<file path="src/design/lpfr_pkg.sv">
// Shared types and constants for the LRU page frame replacer.
// Used by the channel interfaces, the frame cell and the top level.
`default_nettype none

package lpfr_pkg;

    localparam int IN_PAGE_W   = 16;
    localparam int OUT_PAGE_W  = 16;
    localparam int OUT_SLOT_W  = 3;
    localparam int CFG_W       = 4;
    localparam int STAMP_W     = 32;
    localparam int COUNT_W     = 32;
    // Widest slot index and page number that any legal configuration needs.
    localparam int SLOT_MAX_W  = 6;
    localparam int PAGE_MAX_W  = 32;

    localparam logic [CFG_W-1:0]   CFG_RESET = 4'd8;
    localparam logic [STAMP_W-1:0] STAMP_MAX = '1;
    localparam logic [COUNT_W-1:0] COUNT_MAX = '1;

    // Running result that travels down the row of frame cells.
    typedef struct packed {
        logic                  empty;
        logic                  hit;
        logic                  valid;
        logic [SLOT_MAX_W-1:0] slot;
        logic [STAMP_W-1:0]    stamp;
        logic [PAGE_MAX_W-1:0] page;
    } lpfr_carry_t;

    // Update broadcast to all cells when a reference completes.
    typedef struct packed {
        logic                  en;
        logic                  fill;
        logic [SLOT_MAX_W-1:0] slot;
        logic [STAMP_W-1:0]    stamp;
        logic [PAGE_MAX_W-1:0] page;
    } lpfr_wr_t;

endpackage

`default_nettype wire

</file>
<file path="src/design/lpfr_if.sv">
// Valid/ready channel interfaces of the LRU page frame replacer.
// Depends on lpfr_pkg for the field widths.
`default_nettype none

interface lpfr_req_if;
    import lpfr_pkg::*;
    logic                 valid;
    logic                 ready;
    logic [IN_PAGE_W-1:0] page_number;
    modport source (output valid, output page_number, input ready);
    modport sink   (input valid, input page_number, output ready);
endinterface

interface lpfr_rsp_if;
    import lpfr_pkg::*;
    logic                  valid;
    logic                  ready;
    logic                  is_hit;
    logic [OUT_SLOT_W-1:0] slot_used;
    logic                  evicted_valid;
    logic [OUT_PAGE_W-1:0] evicted_page;
    logic [COUNT_W-1:0]    fault_total;
    modport source (output valid, output is_hit, output slot_used, output evicted_valid,
                    output evicted_page, output fault_total, input ready);
    modport sink   (input valid, input is_hit, input slot_used, input evicted_valid,
                    input evicted_page, input fault_total, output ready);
endinterface

interface lpfr_cfg_if;
    import lpfr_pkg::*;
    logic             valid;
    logic             ready;
    logic [CFG_W-1:0] active_frames;
    modport source (output valid, output active_frames, input ready);
    modport sink   (input valid, input active_frames, output ready);
endinterface

`default_nettype wire

</file>
<file path="src/design/lru_page_frame_replacer.sv">
// LRU page frame replacer.
// Channels: req carries one page reference (page_number) per transfer; rsp
// returns one result per reference (is_hit, slot_used, evicted_valid,
// evicted_page, fault_total); cfg writes active_frames at any transfer and is
// always ready. Configure only while no reference is in flight.
// Each frame is a cell in a row. The cells hand a running search result to
// their right neighbor every cycle, one frame per cycle, and the search of a
// reference ends when its result leaves the last cell of the row.
// req.ready is high only between references, so the block takes no new
// reference until the last one has reached the output register; the length
// of the cell row sets how long the search lasts.
// The result sits in an output register; the next reference is accepted
// while it waits. If rsp is still stalled when the following search ends,
// the block holds that search, and req stays low, until the register frees.
// Reset empties all frames, clears stamps and both counters, and sets
// active_frames to 8. The block is ready as soon as reset is released.
// An active_frames of zero acts as one; values above FRAMES act as FRAMES.
`default_nettype none

module lru_page_frame_replacer #(
    parameter int FRAMES    = 8,
    parameter int PAGE_BITS = 16
) (
    input  wire logic clk,
    input  wire logic rst_n,
    lpfr_req_if.sink   req,
    lpfr_rsp_if.source rsp,
    lpfr_cfg_if.sink   cfg
);
    import lpfr_pkg::*;

    localparam int CNT_W = $clog2(FRAMES + 1);
    localparam logic [CNT_W-1:0] CNT_DONE = CNT_W'(FRAMES);
    localparam logic ST_IDLE = 1'b0;
    localparam logic ST_BUSY = 1'b1;

    logic                  state_reg, state_next;
    logic [CNT_W-1:0]      cnt_reg, cnt_next;
    logic [CFG_W-1:0]      cfg_reg;
    logic [PAGE_BITS-1:0]  key_reg;
    logic [COUNT_W-1:0]    ref_reg, ref_next;
    logic [COUNT_W-1:0]    fault_reg, fault_next;

    logic                  out_valid_reg;
    logic                  out_hit_reg;
    logic [OUT_SLOT_W-1:0] out_slot_reg;
    logic                  out_ev_valid_reg;
    logic [OUT_PAGE_W-1:0] out_ev_page_reg;

    lpfr_carry_t           carry [0:FRAMES];
    lpfr_carry_t           fin;
    lpfr_wr_t              wr;
    logic [FRAMES-1:0]     active;
    logic                  accept;
    logic                  commit;
    logic [IN_PAGE_W+PAGE_BITS-1:0] page_ext;

    assign page_ext = {{PAGE_BITS{1'b0}}, req.page_number};
    assign accept   = req.valid && req.ready;
    assign req.ready = (state_reg == ST_IDLE);
    assign cfg.ready = 1'b1;

    assign carry[0] = '{empty: 1'b1, hit: 1'b0, valid: 1'b0, slot: '0, stamp: '0, page: '0};
    assign fin      = carry[FRAMES];
    assign commit   = (state_reg == ST_BUSY) && (cnt_reg == CNT_DONE)
                      && (!out_valid_reg || rsp.ready);

    genvar k;
    generate
        for (k = 0; k < FRAMES; k++)
        begin : g_cell
            if (k == 0)
            begin : g_head
                assign active[k] = 1'b1;
            end
            else
            begin : g_tail
                assign active[k] = ({28'd0, cfg_reg} > 32'(k));
            end
            lpfr_cell #(
                .INDEX     (k),
                .PAGE_BITS (PAGE_BITS)
            ) u_cell (
                .clk       (clk),
                .rst_n     (rst_n),
                .active    (active[k]),
                .key       (key_reg),
                .wr        (wr),
                .carry_in  (carry[k]),
                .carry_out (carry[k+1])
            );
        end
    endgenerate

    always_comb
    begin
        ref_next   = (ref_reg == COUNT_MAX) ? ref_reg : ref_reg + 1'b1;
        fault_next = (fault_reg == COUNT_MAX) ? fault_reg : fault_reg + 1'b1;
        wr.en      = commit;
        wr.fill    = !fin.hit;
        wr.slot    = fin.slot;
        wr.stamp   = ref_next;
        wr.page    = PAGE_MAX_W'(key_reg);
    end

    always_comb
    begin
        state_next = state_reg;
        cnt_next   = cnt_reg;
        unique case (state_reg)
            ST_IDLE:
            begin
                if (accept)
                begin
                    state_next = ST_BUSY;
                    cnt_next   = '0;
                end
            end
            ST_BUSY:
            begin
                if (cnt_reg != CNT_DONE)
                begin
                    cnt_next = cnt_reg + 1'b1;
                end
                if (commit)
                begin
                    state_next = ST_IDLE;
                end
            end
            default:
            begin
                state_next = ST_IDLE;
            end
        endcase
    end

    always_ff @(posedge clk or negedge rst_n)
    begin
        if (!rst_n)
        begin
            state_reg     <= ST_IDLE;
            cnt_reg       <= '0;
            cfg_reg       <= CFG_RESET;
            ref_reg       <= '0;
            fault_reg     <= '0;
            out_valid_reg <= 1'b0;
        end
        else
        begin
            state_reg <= state_next;
            cnt_reg   <= cnt_next;
            if (cfg.valid)
            begin
                cfg_reg <= cfg.active_frames;
            end
            if (commit)
            begin
                ref_reg       <= ref_next;
                out_valid_reg <= 1'b1;
                if (!fin.hit)
                begin
                    fault_reg <= fault_next;
                end
            end
            else if (rsp.ready)
            begin
                out_valid_reg <= 1'b0;
            end
        end
    end

    always_ff @(posedge clk)
    begin
        if (accept)
        begin
            key_reg <= page_ext[PAGE_BITS-1:0];
        end
        if (commit)
        begin
            out_hit_reg      <= fin.hit;
            out_slot_reg     <= fin.slot[OUT_SLOT_W-1:0];
            out_ev_valid_reg <= !fin.hit && fin.valid;
            out_ev_page_reg  <= (!fin.hit && fin.valid) ? fin.page[OUT_PAGE_W-1:0] : '0;
        end
    end

    assign rsp.valid         = out_valid_reg;
    assign rsp.is_hit        = out_hit_reg;
    assign rsp.slot_used     = out_slot_reg;
    assign rsp.evicted_valid = out_ev_valid_reg;
    assign rsp.evicted_page  = out_ev_page_reg;
    assign rsp.fault_total   = fault_reg;

endmodule

`default_nettype wire

</file>
<file path="src/design/lpfr_cell.sv">
// One page frame: page number, valid mark and last-use stamp, plus one stage
// of the hit/LRU search chain. Depends on lpfr_pkg.
`default_nettype none

module lpfr_cell #(
    parameter int INDEX     = 0,
    parameter int PAGE_BITS = 16
) (
    input  wire logic                   clk,
    input  wire logic                   rst_n,
    input  wire logic                   active,
    input  wire logic [PAGE_BITS-1:0]   key,
    input  wire lpfr_pkg::lpfr_wr_t     wr,
    input  wire lpfr_pkg::lpfr_carry_t  carry_in,
    output lpfr_pkg::lpfr_carry_t       carry_out
);
    import lpfr_pkg::*;

    localparam logic [SLOT_MAX_W-1:0] MY_SLOT = SLOT_MAX_W'(INDEX);

    logic [PAGE_BITS-1:0] page_reg;
    logic                 valid_reg;
    logic [STAMP_W-1:0]   stamp_reg;
    lpfr_carry_t          carry_reg;
    lpfr_carry_t          carry_next;
    logic                 match;
    logic                 wr_here;

    assign match   = active && valid_reg && (page_reg == key);
    assign wr_here = wr.en && (wr.slot == MY_SLOT);

    // The first matching frame wins; otherwise the strictly older stamp wins,
    // so equal stamps stay with the lower index.
    always_comb
    begin
        carry_next = carry_in;
        if (carry_in.hit)
        begin
            carry_next = carry_in;
        end
        else if (match)
        begin
            carry_next.empty = 1'b0;
            carry_next.hit   = 1'b1;
            carry_next.slot  = MY_SLOT;
        end
        else if (active && (carry_in.empty || (stamp_reg < carry_in.stamp)))
        begin
            carry_next.empty = 1'b0;
            carry_next.hit   = 1'b0;
            carry_next.valid = valid_reg;
            carry_next.slot  = MY_SLOT;
            carry_next.stamp = stamp_reg;
            carry_next.page  = PAGE_MAX_W'(page_reg);
        end
    end

    always_ff @(posedge clk or negedge rst_n)
    begin
        if (!rst_n)
        begin
            page_reg  <= '0;
            valid_reg <= 1'b0;
            stamp_reg <= '0;
            carry_reg <= '0;
        end
        else
        begin
            carry_reg <= carry_next;
            if (wr_here)
            begin
                stamp_reg <= wr.stamp;
                if (wr.fill)
                begin
                    page_reg  <= wr.page[PAGE_BITS-1:0];
                    valid_reg <= 1'b1;
                end
            end
        end
    end

    assign carry_out = carry_reg;

endmodule

`default_nettype wire

</file>
<file path="src/flat_wrapper.sv">
// flat-port wrapper written by rule: the top's interface ports become plain ports
module lru_page_frame_replacer_flat import lpfr_pkg::*;
#(
    parameter int FRAMES    = 8,
    parameter int PAGE_BITS = 16
)
  (clk, rst_n, req_valid, req_page_number, req_ready, rsp_valid, rsp_is_hit, rsp_slot_used, rsp_evicted_valid, rsp_evicted_page, rsp_fault_total, rsp_ready, cfg_valid, cfg_active_frames, cfg_ready);
  lpfr_req_if req_i ();
  lpfr_rsp_if rsp_i ();
  lpfr_cfg_if cfg_i ();
  input  wire logic clk;
  input  wire logic rst_n;
  input wire logic [$bits(req_i.valid)-1:0] req_valid;
  input wire logic [$bits(req_i.page_number)-1:0] req_page_number;
  output wire logic [$bits(req_i.ready)-1:0] req_ready;
  output wire logic [$bits(rsp_i.valid)-1:0] rsp_valid;
  output wire logic [$bits(rsp_i.is_hit)-1:0] rsp_is_hit;
  output wire logic [$bits(rsp_i.slot_used)-1:0] rsp_slot_used;
  output wire logic [$bits(rsp_i.evicted_valid)-1:0] rsp_evicted_valid;
  output wire logic [$bits(rsp_i.evicted_page)-1:0] rsp_evicted_page;
  output wire logic [$bits(rsp_i.fault_total)-1:0] rsp_fault_total;
  input wire logic [$bits(rsp_i.ready)-1:0] rsp_ready;
  input wire logic [$bits(cfg_i.valid)-1:0] cfg_valid;
  input wire logic [$bits(cfg_i.active_frames)-1:0] cfg_active_frames;
  output wire logic [$bits(cfg_i.ready)-1:0] cfg_ready;
  assign req_i.valid = req_valid;
  assign req_i.page_number = req_page_number;
  assign req_ready = req_i.ready;
  assign rsp_valid = rsp_i.valid;
  assign rsp_is_hit = rsp_i.is_hit;
  assign rsp_slot_used = rsp_i.slot_used;
  assign rsp_evicted_valid = rsp_i.evicted_valid;
  assign rsp_evicted_page = rsp_i.evicted_page;
  assign rsp_fault_total = rsp_i.fault_total;
  assign rsp_i.ready = rsp_ready;
  assign cfg_i.valid = cfg_valid;
  assign cfg_i.active_frames = cfg_active_frames;
  assign cfg_ready = cfg_i.ready;
  lru_page_frame_replacer #(.FRAMES(FRAMES), .PAGE_BITS(PAGE_BITS)) u_core (.clk(clk), .rst_n(rst_n), .req(req_i), .rsp(rsp_i), .cfg(cfg_i));
endmodule
</file>
<file path="config.mk">
export PLATFORM = sky130hd
export DESIGN_NAME = lru_page_frame_replacer_flat
export DESIGN_NICKNAME = d
export VERILOG_FILES = /design/src/design/lpfr_pkg.sv /design/src/design/lpfr_if.sv /design/src/design/lru_page_frame_replacer.sv /design/src/design/lpfr_cell.sv /design/src/flat_wrapper.sv
export SDC_FILE = /design/constraint.sdc
export NUM_CORES = 2
export LEC_CHECK = 0
export BUFFER_PORTS_ARGS = -buffer_cell sky130_fd_sc_hd__buf_2
export CAP_MARGIN = 20
export CORE_UTILIZATION = 58
export CTS_BUF_LIST = sky130_fd_sc_hd__clkbuf_16
export DETAILED_ROUTE_END_ITERATION = 12
export PLACE_DENSITY = 0.85
export SYNTH_ARGS = -nofsm -noshare
export SYNTH_HDL_FRONTEND = slang
export SYNTH_SLANG_ARGS = --single-unit
</file>
<file path="constraint.sdc">
create_clock -name clk -period 6.9 [get_ports clk]
set_input_delay 1.38 -clock clk [delete_from_list [all_inputs] [get_ports clk]]
set_output_delay 1.38 -clock clk [all_outputs]
set_load 0.05 [all_outputs]
</file>
# Yosys cells after proc, flatten, opt, wreduce, memory -nomap -nowiden
# Index checks and enable logic that the tools add are counted.
# word_totals
ff_bits,1032
latchBits,0
ramBits,0
mem_bits_ro,0
wordCells,231
memories,0
# op_classes
addsub,3
mul,0
div,0
magnitude_cmp,14
eq_ne,21
shifts,0
n_mux,54
n_bitwise,3
n_reduce_logical,56
# ops
operator,count
$mux 73,12
$mux 64,8
$lt 32x32->1,7
$eq 16x16->1,8
$mux 72,1
$mux 71,1
$add 32x1->32 const B,2
$eq 32x32->1 const B,2
$mux 6,7
$logic_and 1x1->1,34
$mux 32,1
$eq 6x3->1 const B,4
$reduce_and 2->1,9
$gt 4x3->1 const B,4
$mux 1,14
$eq 6x2->1 const B,2
$mux 2,6
$gt 4x2->1 const B,2
$logic_or 1x1->1,8
$mux 4,2
$pmux 4 s2,1
$eq 6x1->1 const B,1
$logic_not 6->1,1
$add 4x1->4 const B,1
other kinds (9),13

# Depth between registers and ports, before layout
# depth
ltp_word,6
depth_mapped,13
mapped_depth_nobuf,10

# Hierarchy
# A second synthesis with hierarchy kept.
# unflattened
hier_cells,3685
hier_area_um2,49695.2
# by_module_without_submodules
mod,n_inst,cells_each,area_per_inst_um2,seq_area_each_um2
lpfr_cell at u_core.g_cell[1].u_cell ...,2,397,5547.8,3052.9
lpfr_cell at u_core.g_cell[5].u_cell ...,2,398,5534.1,3052.9
lpfr_cell at u_core.g_cell[3].u_cell,1,398,5549.1,3052.9
lpfr_cell at u_core.g_cell[4].u_cell,1,397,5546.6,3052.9
lpfr_cell at u_core.g_cell[0].u_cell,1,398,5532.8,3052.9
lru_page_frame_replacer,1,503,5514.0,2964.1
lpfr_cell at u_core.g_cell[7].u_cell,1,399,5388.9,3052.9

# Worst setup path after synthesis
# Ideal clock, no wire load.
# synth_timing
kind,in2reg
startpoint,input port rsp_ready
endpoint,register u_core.ref_reg[20]
setup_time_ns,0.129
arrival_time_ns,2.941
t_required_ns,6.771
path_slack_ns,3.830
cell_stages,7
path_buffers,2
cell_sequence,nand2b_1 nand2b_1 buf_6 inv_6 clkbuf_1 nand4_1 xnor2_1
# synth_via
elab_chain_cells,2
# synth_rtl
element,line,source
"start, declared",flat_wrapper.sv:22,input wire logic [$bits(rsp_i.ready)-1:0] rsp_ready;
$logic_or 1x1->1,lru_page_frame_replacer.sv:66,&& (!out_valid_reg || rsp.ready);
$logic_and 1x1->1,lru_page_frame_replacer.sv:66,
net u_core.commit,lru_page_frame_replacer.sv:55,logic commit;
"end signal, assigned",lru_page_frame_replacer.sv:158,ref_reg <= ref_next;
"end, declared",lru_page_frame_replacer.sv:41,"logic [COUNT_W-1:0] ref_reg, ref_next;"
# The timed path passes the listed nets, and every way through them passes these cells.
# A chain may end at the register's enable or synchronous reset.

==> results.toml <==
[clocking]
ctsResizeCount = 0
cts_buffer_depth = 3
cts_hold_buffers = 0
cts.clk_slew.worst_paths_ns = 0.07
clk_latency_ns = 0.64
cts_setup_buffers = 0
clock-sinks = 888
htree_levels = 3
cts_made_buffers = 86
clockRootBuffer = "clkbuf_16"
cts_tree = "done"

[grt]
grt_pass1_wl_um = 136000
track_usage_pct = 24.2
overflow = 0
grt_pass1_vias = 25900
grt_max_degree = 178
antenna_found_initial = 0

[logic_synthesis]
yosysWarnings = 0
syn-mean-instance-area_um2 = 11.9
synth_cell_types = 80
ys_ff_latch = 888
synth_fp_nets = 3645
ys_seq_area_share_pct = 55.6
yosysTopAreaCell = "dfrtp_1"
syn_inst = 3399
synth-edff-count = 37
synth_top_area_share_pct = 52.8
synth_area_leaders = "dfrtp_1 (53%), mux2_2 (12%), ha_1 (6.9%)"
netlist_area_um2 = 40300
synth_flop_cell = "dfrtp_1"
synthArstFlopShare_pct = 95.8

[route]
first_iter_violations = 1809
dr_total_vias = 25500
post_drt_wl_per_cell_um = 18.7
antenna_left = 0
viasPerCell = 5.72
drt_first_pass_iters = 8
routed_wirelength_um = 83600
drc = 0

[placement]
routabilityCongestion = 0.868
dp_hpwl_um = 55500
place.port_buffers = 79
dp.cells = 4296

[min_path]
hold_path_startpoint = "u_core.g_cell[4].u_cell.carry_out[64]"
hold_end = "u_core.g_cell[5].u_cell.carry_out[64]"
hold_path_class = "flip-flop to flip-flop"
hold_depth = 1

[critical_path]
crit_type = "flip-flop to flip-flop"
rrSetupSlack_ns = 3.04
start_kind = "flip-flop"
endpoint_kind = "flip-flop"
arrival_ns = 4.37
r2r_end = "u_core.g_cell[5].u_cell.carry_out[32]"
cp.required_ns = 7.41
crit_path_start = "u_core.g_cell[5].u_cell.stamp_reg[11]"
r2r_cells = 9
reg2reg_from = "u_core.g_cell[5].u_cell.stamp_reg[11]"
cp_max_fo = 32

[finish]
multiInputGateArea_um2 = 16300
post_layout_nonfiller_instances = 4458
diodes = 0
drive_above_1_share_pct = 20.9
ff_latch_area_um2 = 22400
synthToLayoutAreaGrowth_pct = 10.1
nNetsFinal = 3702
largest_reg_flops = 385
fillers = 4691

[power_and_ir_drop]
p_sw_share_pct = 33.0
clkPwrFrac_pct = 27.1
pwr-share-comb_pct = 31.3
leakage_nw = 21.0
ir_drop_uv = 395
p_seq_share_pct = 41.6
p_int_w = 0.0118
p_switching_w = 0.00580
power_density_nw_per_um2 = 396

[sta]
period_share_pct = 55.9
relSlewSlack_pct = 22.2
worstMarginPinSlew_ns = 1.16
slew_viol_final = 0
period_minus_slack_ns = 3.86
hold_violations = 0
grt_setup_unrepaired = "no"
skew_ns = 0.0225
fmax_ghz = 0.259
setup_viol = 0
tns_ns = 0

[floorplan]
die_w_um = 266
placementRows = 96
die_h_um = 266
die_area_um2 = 70600
ios = 81
core_area_um2 = 68700
initial_utilization_pct = 58.7

[outcome]
status = "finished, final reports clean"

[job]
drv_cap = 0
==> power by group through the flow <==
stage / clock [W] / combinational (W) / sequential, W
final: 0.00476 / 0.00551 / 0.00731
after global routing: 0.00504 / 0.00598 / 0.00743
after CTS: 0.00483 / 0.00552 / 0.00729
after detailed placement: 0 / 0.00540 / 0.00736
after global placement: 0 / 0.00523 / 0.00729
after floorplan: 0 / 0.00429 / 0.00713
==> kinds of logic after synthesis <==
group	after synthesis	synth area share (%)
AO/OA/AOI/OAI	436	5.94
XOR/XNOR	219	4.94
adder cells (fa/ha/maj)	221	6.86
buffers and inverters	382	4.02
flip-flops	888	55.6
multiplexers	450	12.8
other	1	0.00930
AND/OR/NAND/NOR	802	9.91
==> cell usage in the layout, fill, tap and decap left out, types with 31 or more instances in the layout <==
cell type | Yosys | routed
nand4_1 | 89 | 89
nor2_1 | 105 | 104
buf_4 | 15 | 34
and2_1 | 68 | 68
xnor2_1 | 159 | 159
mux2_2 | 413 | 413
nand3_1 | 67 | 67
xor2_1 | 50 | 50
nor3_1 | 31 | 31
ha_1 | 221 | 221
dfrtp_1 | 850 | 850
buf_2 | 49 | 78
clkbuf_16 | 0 | 86
a21oi_1 | 116 | 116
o21ai_0 | 246 | 246
inv_1 | 233 | 246
nand2_1 | 317 | 316
edfxtp_1 | 37 | 37
==> cell type report <==
type	count	area share (%)
clock buffer	86	4.85
clock inverter	73	1.61
inverter	234	1.99
multi-input combinational	2129	36.8
sequential	888	50.5
tap	931	2.62
timing repair buffer	117	1.67
==> worst max path at each step <==
stage / end / cells after the start
floorplan: u_core.ref_reg[20] / 7
global placement: u_core.g_cell[4].u_cell.page_reg[15] / 9
detailed placement: u_core.g_cell[4].u_cell.page_reg[8] / 9
CTS: u_core.g_cell[4].u_cell.page_reg[8] / 11
global route: u_core.g_cell[4].u_cell.page_reg[8] / 11
finish: u_core.g_cell[5].u_cell.carry_out[32] / 9
==> metal layers <==
metal	global-route usage, %	up-vias	share of wire [%]
li1	-	11700	-
met1	33.8	12800	44
met2	38.7	769	48
met3	3.03	176	5.4
met4	9.89	0	3.4
met5	0	-	0
==> synth_stat cells (all sizes together), types with 9 or more instances <==
cell and instances:
dfrtp 850, mux2 449, nand2 317, o21ai 250
inv 234, ha 221, xnor2 162, a21oi 117
nor2 113, nand4 91, clkbuf 76, buf 72
nand3 70, and2 69, xor2 57, edfxtp 37
nor3 31, nand2b 21, nor4 20, or2 16
and4 14, and3 13, a211oi 11, a21o 10
nor2b 9
==> worst max-delay path, stage by stage (launching register included) <==
cell	delay, ns
dfrtp_1	0.40
ha_1	0.33
a41oi_1	0.20
o21ai_0	0.11
a221o_1	0.35
nor3_1	0.54
o2111ai_1	0.36
nor2_4	0.53
buf_4	0.49
mux2_2	0.40
==> per-stage QoR <==
| stage | hold slack, ns | area (um2) | util, % | total power [W] | worst slack, ns |
|---|---|---|---|---|---|
| 2_1_floorplan | 0.396 | 40300 | - | 0.0114 | 3.83 |
| 3_3_place_gp | 0.410 | 41500 | 60.4 | 0.0125 | 2.65 |
| 3_5_place_dp | 0.422 | 41500 | 60.4 | 0.0128 | 2.58 |
| 4_1_cts | 0.425 | 44400 | 64.6 | 0.0176 | 3.06 |
| 5_1_grt | 0.443 | 44400 | 64.6 | 0.0185 | 2.82 |
| 6_report | 0.430 | 44400 | 64.6 | 0.0176 | 3.04 |
Power figures use the tool's default switching activity.
